## src/hw/rtl/prpa_pkg.sv

```systemverilog
// Shared types and constants for the push-style PageRank accumulator.
package prpa_pkg;

    localparam int ACTION_W = 2;
    localparam int VTX_W    = 16;
    localparam int DEG_W    = 16;
    localparam int CFG_W    = 17;
    localparam int OUT_W    = 40;
    localparam int STATUS_W = 2;

    // Item kinds carried in s_tuser
    localparam logic [ACTION_W-1:0] ACT_EDGE = 2'd0;
    localparam logic [ACTION_W-1:0] ACT_ITER = 2'd1;
    localparam logic [ACTION_W-1:0] ACT_READ = 2'd2;
    localparam logic [ACTION_W-1:0] ACT_INIT = 2'd3;

    // Result status codes carried in m_tuser
    localparam logic [STATUS_W-1:0] ST_OK     = 2'd0;
    localparam logic [STATUS_W-1:0] ST_RANGE  = 2'd1;
    localparam logic [STATUS_W-1:0] ST_DEGREE = 2'd2;

    localparam int INIT_RANK    = 100000;
    localparam int BASE_RANK    = 15000;
    localparam logic [DEG_W-1:0] DAMP_DIVISOR = 16'd6;
    localparam logic [CFG_W-1:0] VCOUNT_RESET = 17'd65536;

    // Controller to datapath
    typedef struct packed {
        logic latch_item;  // capture the input word
        logic rd_en;       // read both memories
        logic addr_sweep;  // 1: sweep index addresses, 0: item vertices
        logic div_load;    // start the divider
        logic div_sel;     // 0: rank / out-degree, 1: accumulator / 6
        logic acc_we;
        logic acc_wsel;    // 0: clear, 1: saturated sum
        logic rank_we;
        logic rank_wsel;   // 0: initial rank, 1: damped rank
        logic sweep_inc;
        logic sweep_clr;
        logic out_load;
    } prpa_cmd_t;

    // Datapath to controller
    typedef struct packed {
        logic [ACTION_W-1:0] action;
        logic [STATUS_W-1:0] item_status;
        logic                sweep_done;
        logic                div_done;
        logic                out_free;
    } prpa_stat_t;

endpackage

```

## src/hw/rtl/prpa_controller.sv

```systemverilog
// Sequencing state machine for the PageRank accumulator.
module prpa_controller
    import prpa_pkg::*;
(
    input  logic       clk,
    input  logic       rst_n,
    input  logic       s_tvalid,
    output logic       s_tready,
    input  prpa_stat_t stat,
    output prpa_cmd_t  cmd
);

    localparam logic [3:0] S_IDLE       = 4'd0;
    localparam logic [3:0] S_DISPATCH   = 4'd1;
    localparam logic [3:0] S_EDGE_LOAD  = 4'd2;
    localparam logic [3:0] S_EDGE_DIV   = 4'd3;
    localparam logic [3:0] S_EDGE_WR    = 4'd4;
    localparam logic [3:0] S_SWEEP_RD   = 4'd5;
    localparam logic [3:0] S_SWEEP_LOAD = 4'd6;
    localparam logic [3:0] S_SWEEP_DIV  = 4'd7;
    localparam logic [3:0] S_SWEEP_WR   = 4'd8;
    localparam logic [3:0] S_INIT_WR    = 4'd9;
    localparam logic [3:0] S_FINISH     = 4'd10;

    logic [3:0] state_reg, state_next;

    always_ff @(posedge clk or negedge rst_n)
    begin
        if (!rst_n)
            state_reg <= S_IDLE;
        else
            state_reg <= state_next;
    end

    assign s_tready = (state_reg == S_IDLE);

    always_comb
    begin
        state_next = state_reg;
        cmd        = '0;
        case (state_reg)
            S_IDLE:
            begin
                if (s_tvalid)
                begin
                    cmd.latch_item = 1'b1;
                    state_next     = S_DISPATCH;
                end
            end
            S_DISPATCH:
            begin
                cmd.rd_en = 1'b1;
                case (stat.action)
                    ACT_EDGE:
                        state_next = (stat.item_status == ST_OK) ? S_EDGE_LOAD : S_FINISH;
                    ACT_ITER:
                        state_next = S_SWEEP_RD;
                    ACT_INIT:
                        state_next = S_INIT_WR;
                    default:
                        state_next = S_FINISH;
                endcase
            end
            S_EDGE_LOAD:
            begin
                cmd.div_load = 1'b1;
                state_next   = S_EDGE_DIV;
            end
            S_EDGE_DIV:
            begin
                if (stat.div_done)
                    state_next = S_EDGE_WR;
            end
            S_EDGE_WR:
            begin
                cmd.acc_we   = 1'b1;
                cmd.acc_wsel = 1'b1;
                state_next   = S_FINISH;
            end
            S_SWEEP_RD:
            begin
                if (stat.sweep_done)
                begin
                    state_next = S_FINISH;
                end
                else
                begin
                    cmd.rd_en      = 1'b1;
                    cmd.addr_sweep = 1'b1;
                    state_next     = S_SWEEP_LOAD;
                end
            end
            S_SWEEP_LOAD:
            begin
                cmd.div_load = 1'b1;
                cmd.div_sel  = 1'b1;
                state_next   = S_SWEEP_DIV;
            end
            S_SWEEP_DIV:
            begin
                cmd.div_sel = 1'b1;
                if (stat.div_done)
                    state_next = S_SWEEP_WR;
            end
            S_SWEEP_WR:
            begin
                cmd.addr_sweep = 1'b1;
                cmd.acc_we     = 1'b1;
                cmd.rank_we    = 1'b1;
                cmd.rank_wsel  = 1'b1;
                cmd.sweep_inc  = 1'b1;
                state_next     = S_SWEEP_RD;
            end
            S_INIT_WR:
            begin
                if (stat.sweep_done)
                begin
                    state_next = S_FINISH;
                end
                else
                begin
                    cmd.addr_sweep = 1'b1;
                    cmd.acc_we     = 1'b1;
                    cmd.rank_we    = 1'b1;
                    cmd.sweep_inc  = 1'b1;
                end
            end
            S_FINISH:
            begin
                if (stat.out_free)
                begin
                    cmd.out_load  = 1'b1;
                    cmd.sweep_clr = 1'b1;
                    state_next    = S_IDLE;
                end
            end
            default:
            begin
                state_next = S_IDLE;
            end
        endcase
    end

endmodule

```

## config.mk

```make
export PLATFORM = sky130hd
export DESIGN_NAME = prpa_controller
export DESIGN_NICKNAME = d
export VERILOG_FILES = /design/src/hw/rtl/prpa_pkg.sv /design/src/hw/rtl/prpa_controller.sv
export SDC_FILE = /design/constraint.sdc
export NUM_CORES = 1
export LEC_CHECK = 0
export ABC_AREA = 1
export ABC_CLOCK_PERIOD_IN_PS = 2500
export BUFFER_PORTS_ARGS = -buffer_cell sky130_fd_sc_hd__buf_2
export CAP_MARGIN = 10
export CORE_AREA = 2 2 39 41
export CTS_BUF_LIST = sky130_fd_sc_hd__clkbuf_4 sky130_fd_sc_hd__clkbuf_8
export DETAILED_ROUTE_END_ITERATION = 8
export DIE_AREA = 0 0 41 43
export PLACE_DENSITY = 0.71
export SLEW_MARGIN = 20
export SYNTH_ARGS = -nofsm -noshare
export SYNTH_HDL_FRONTEND = slang
export SYNTH_SLANG_ARGS = --single-unit
```

## constraint.sdc

```tcl
create_clock -name clk -period 2.5 [get_ports clk]
set_input_delay 0.5 -clock clk [delete_from_list [all_inputs] [get_ports clk]]
set_output_delay 0.5 -clock clk [all_outputs]
set_load 0.005 [all_outputs]
```

# Word-level counts from Yosys, hierarchy flattened
# Index checks and enable logic that the tools add are counted.
[word_totals] word_cells=48 regBits=4 out_inout_bits=13 in_bits=10
[op_classes] reduce_logical=7 n_eq_ne=17 muxes=23
[op_table] cell="$pmux W4 S11" n=1
[op_table] cell="$mux W4" n=7
[op_table] cell="$eq A4 B3 Y1 const B" n=4
[op_table] cell="$eq A4 B4 Y1 const B" n=3
[op_table] cell="$pmux W4 S3" n=1
[op_table] cell="$ne A2 B2 Y1 const B" n=5
[op_table] cell="$eq A4 B2 Y1 const B" n=2
[op_table] cell="$mux W1" n=7
[op_table] cell="$mux W2" n=3
[op_table] cell="$pmux W1 S2" n=3
[op_table] cell="$reduce_or A2 Y1" n=3
[op_table] cell="$reduce_and A5 Y1" n=1
[op_table] cell="$eq A4 B1 Y1 const B" n=1
[op_table] cell="$logic_not A2 Y1" n=2
[op_table] cell="$logic_not A4 Y1" n=1
[op_table] cell="$pmux W1 S3" n=1
[op_table] cell="$eq A2 B1 Y1 const B" n=1
[op_table] cell="$eq A2 B2 Y1 const B" n=1

# Logic depth before layout (Yosys ltp)
[logic_depth] word_depth=4 depth_mapped=9 depth_no_buf=8

# Least setup slack after synthesis
# No wires, ideal clock.
[synth_timing] path_type="flip-flop to output port" start="reg state_reg[1]" end="out cmd[4] (netlist bit)" required_ns=2.000 arrival_ns=1.053 stages_incl_launch_ff=8 n_path_buf=2 path_slack_ns=0.947 path_cell_list="dfrtp_1 > buf_4 > inv_2 > nand2_2 > nor2_1 > inv_2 > nand2_1 > buf_4"
[synth_lines] item="from (decl)" line_no="prpa_controller.sv:25" source="logic [3:0] state_reg, state_next;"
[synth_lines] item="from (signal assigned)" line_no="prpa_controller.sv:32" source="state_reg <= state_next;"
[synth_lines] item="to (decl)" line_no="prpa_controller.sv:10" source="output prpa_cmd_t cmd"

==> impl_metrics.tcl <==
set metrics [dict create \
    clkTransAtPathRegs_ps 40 \
    number_of_port_buffers 22 \
    core_region_area_sq_mm 0.001384 \
    internal_power_uw 343.3 \
    dpl-instance-area_sq_um 635.6 \
    wirelength_mm 1.160 \
    drt_first_iter_violations 24 \
    drt_first_pass_iters 4 \
    crit_chain "inv_2 > nor2_1 > nand3_2 > nand3_1 > buf_2" \
    worst_endpoint_data_arrival_time_ps 1400 \
    cts_hold_buf 0 \
    setup_viol 0 \
    detailroute.via_count 614 \
    post_synthesis_share_of_cell_area_spent_on_xor_and_xnor_gates 0 \
    cp-end-kind "output port" \
    floorplan.initialDensity 0.3897 \
    die-height_microns 43 \
    syn_area_sq_um 539.3 \
    cts-htree-levels 1 \
    cts.repair_timing.setup_buffer_count 0 \
    gpl_wtd_cong 0.8030 \
    power.net_switching_uw 380.9 \
    grt_pass1_wl_mm 1.773 \
    grt_antenna_before_repair 0 \
    slowest_stage "sky130_fd_sc_hd__dfrtp_1" \
    cts_tree "built" \
    synthesis.yosys.warnings 0 \
    final_antenna_net_count 0 \
    grt_setup_unrepaired "false" \
    reg2regPathDepth 7 \
    num_io_pins 23 \
    post_synth_mux_area_share 0 \
    synth_area_leaders "sky130_fd_sc_hd__dfrtp_1 (19%), sky130_fd_sc_hd__nand2_1 (17%), sky130_fd_sc_hd__nor2_1 (9.0%), sky130_fd_sc_hd__nor2_4 (8.4%), sky130_fd_sc_hd__nand3_1 (6.5%)" \
    synth-adder-area-share 0 \
    cap_viol_max_count 0 \
    min_path_type "in2async" \
    power_density_mw_per_mm2 1100 \
    die_x_microns 41 \
    synth_cell_types 19 \
    synth_top_family_by_area "simple AND/OR/NAND/NOR gates" \
    worst_pin_slew_ps 330.7 \
    synthToLayoutAreaGrowth_pct 22.04 \
    synthesis.area_per_instance_sq_um 6.059 \
    final_min_period_over_clock_period 0.7605 \
    simple_gate_fraction_of_synth_area 0.5893 \
    hold_violations 0 \
    grt_max_degree 9 \
    drive_above_1_share 0.4000 \
    p_comb_frac 0.675 \
    finish.utilization 0.4756 \
    max-slew-margin-rel 0.7795 \
    static-leakage-power_nw 0.4253 \
    antenna_cells_inserted 0 \
    worstSetupPathType "reg2out" \
    synth-seq-cells 4 \
    postLayoutCellArea_sq_um 658.1 \
    achievable-frequency_mhz 526.0 \
    synthesis.nets 99 \
    floorplan.die_area_sq_mm 0.001763 \
    synth_top_cell_area_share 0.1856 \
    final.setup_skew_ps 0.9149 \
    final.min_clock_period_ps 1901 \
    clock_sink_count 4 \
    crit_path_max_fanout 8 \
    critical_path.startpoint_type "flip-flop" \
    power.clock.fraction 0.108 \
    max_slew_violation_total_from_the_final_report 0 \
    largest_register_ff_count 4 \
    fin_setup_tns_ps 0 \
    clock_insertion_delay_worst_skew_ps 230 \
    cts_resized 0 \
    route.detailed.drc 0 \
    grt.overflow.total 0 \
    vdd.ir_drop.worst_v 0.0003854 \
    grt_util_all_layers 0.1446 \
    outcome "completed" \
    cts_inserted_buffers 3 \
    dp_slack_ps 857.8 \
    dp_hpwl_mm 1.021 \
    post_synth_inst_count 89 \
    timing.critical_path.required_ps 2000 \
    cts_root_buffer "sky130_fd_sc_hd__clkbuf_4" \
    synth-seq-area-share 0.1856 \
    power.sequential.fraction 0.217 \
    critical-path-max-stage-delay_ps 530 \
    fin_ws_ps 598.8 \
    deepest_clock_path_buffer_count 2 \
    detail_route.wl_per_cell_microns 9.206 \
    row_count 14 \
    power.switching_fraction 0.5260 \
    netlist.top_cell.by_area "sky130_fd_sc_hd__dfrtp_1" \
    synth_compound_area_frac 0.05800 \
    final_net_count 122 \
    grt_pass1_vias 499 \
    avgViaCountPerCell 4.873 \
]
placed cells by master, fill, tap and decap left out, drive strengths merged:
cell	count
inv	15
nor3	2
nand4	1
dfrtp	4
nand3b	1
nand2	30
o22ai	1
o21ai	2
nand3	8
buf	22
nor2	19
o21bai	2
clkbuf	3
cells by family after synthesis:
kind of cell           after synthesis
AO/OA/AOI/OAI                        5
flip-flops                           4
buffers and inverters               19
AND/OR/NAND/NOR                     61
stage by stage:
step / hold slack (ps) / power, mW / cells
5_1_grt: 76.02 / 0.7927 / 126
4_1_cts: 64.19 / 0.7278 / 126
2_1_floorplan: 204.4 / 0.5402 / 89
3_3_place_gp: 303.8 / 0.6402 / 123
6_report: 60.99 / 0.7242 / 126
3_5_place_dp: 304.4 / 0.6500 / 123
critical path: cells and delay by family, from the launching register on:
family | cells | cell delay, ps
flops | 1 | 530
simple gates | 3 | 440
buf+inv | 2 | 210
final timing paths:
path,end,startpoint,slack [ps]
setup / recovery,cmd[6],state_reg[3],600
hold / removal,state_reg[0],rst_n,60
setup reg to reg,state_reg[3],state_reg[3],1170
hold reg to reg,state_reg[1],state_reg[1],700
max in group asynchronous,state_reg[3],rst_n,2320
min in group clk,state_reg[2],stat[1],530
layout make-up:
class                      instances  area [sq um]
fill                             136         725.7
multi-input combinational         66         349.1
timing repair buffer              22         110.1
sequential                         4         100.1
inverter                          15         56.30
clock buffer                       3         22.52
tap                               16         20.02
metal layers:
metal / up-vias / wire [microns] / global-route usage
li1: 314 / - / -
met1: 275 / 481 / 0.1678
met2: 22 / 596 / 0.2406
met3: 3 / 68 / 0.03141
met4: 0 / 14 / 0.06000
met5: - / 0 / 0
cell usage after synthesis, drive strengths merged:
cell / count
nand2: 30
nor2: 19
inv: 15
nand3: 8
buf: 4
dfrtp: 4
nor3: 2
o21ai: 2
o21bai: 2
nand3b: 1
nand4: 1
o22ai: 1
power by group through the flow:
stage                     registers, mW  logic [mW]  clock network, mW
final                             0.157       0.489             0.0783
after floorplan                   0.118       0.422                  0
after global placement            0.156       0.484                  0
after detailed placement          0.159       0.491                  0
after CTS                         0.158       0.493             0.0772
after global routing              0.161       0.552             0.0792
Note: power is estimated with default switching activity, not from simulation.
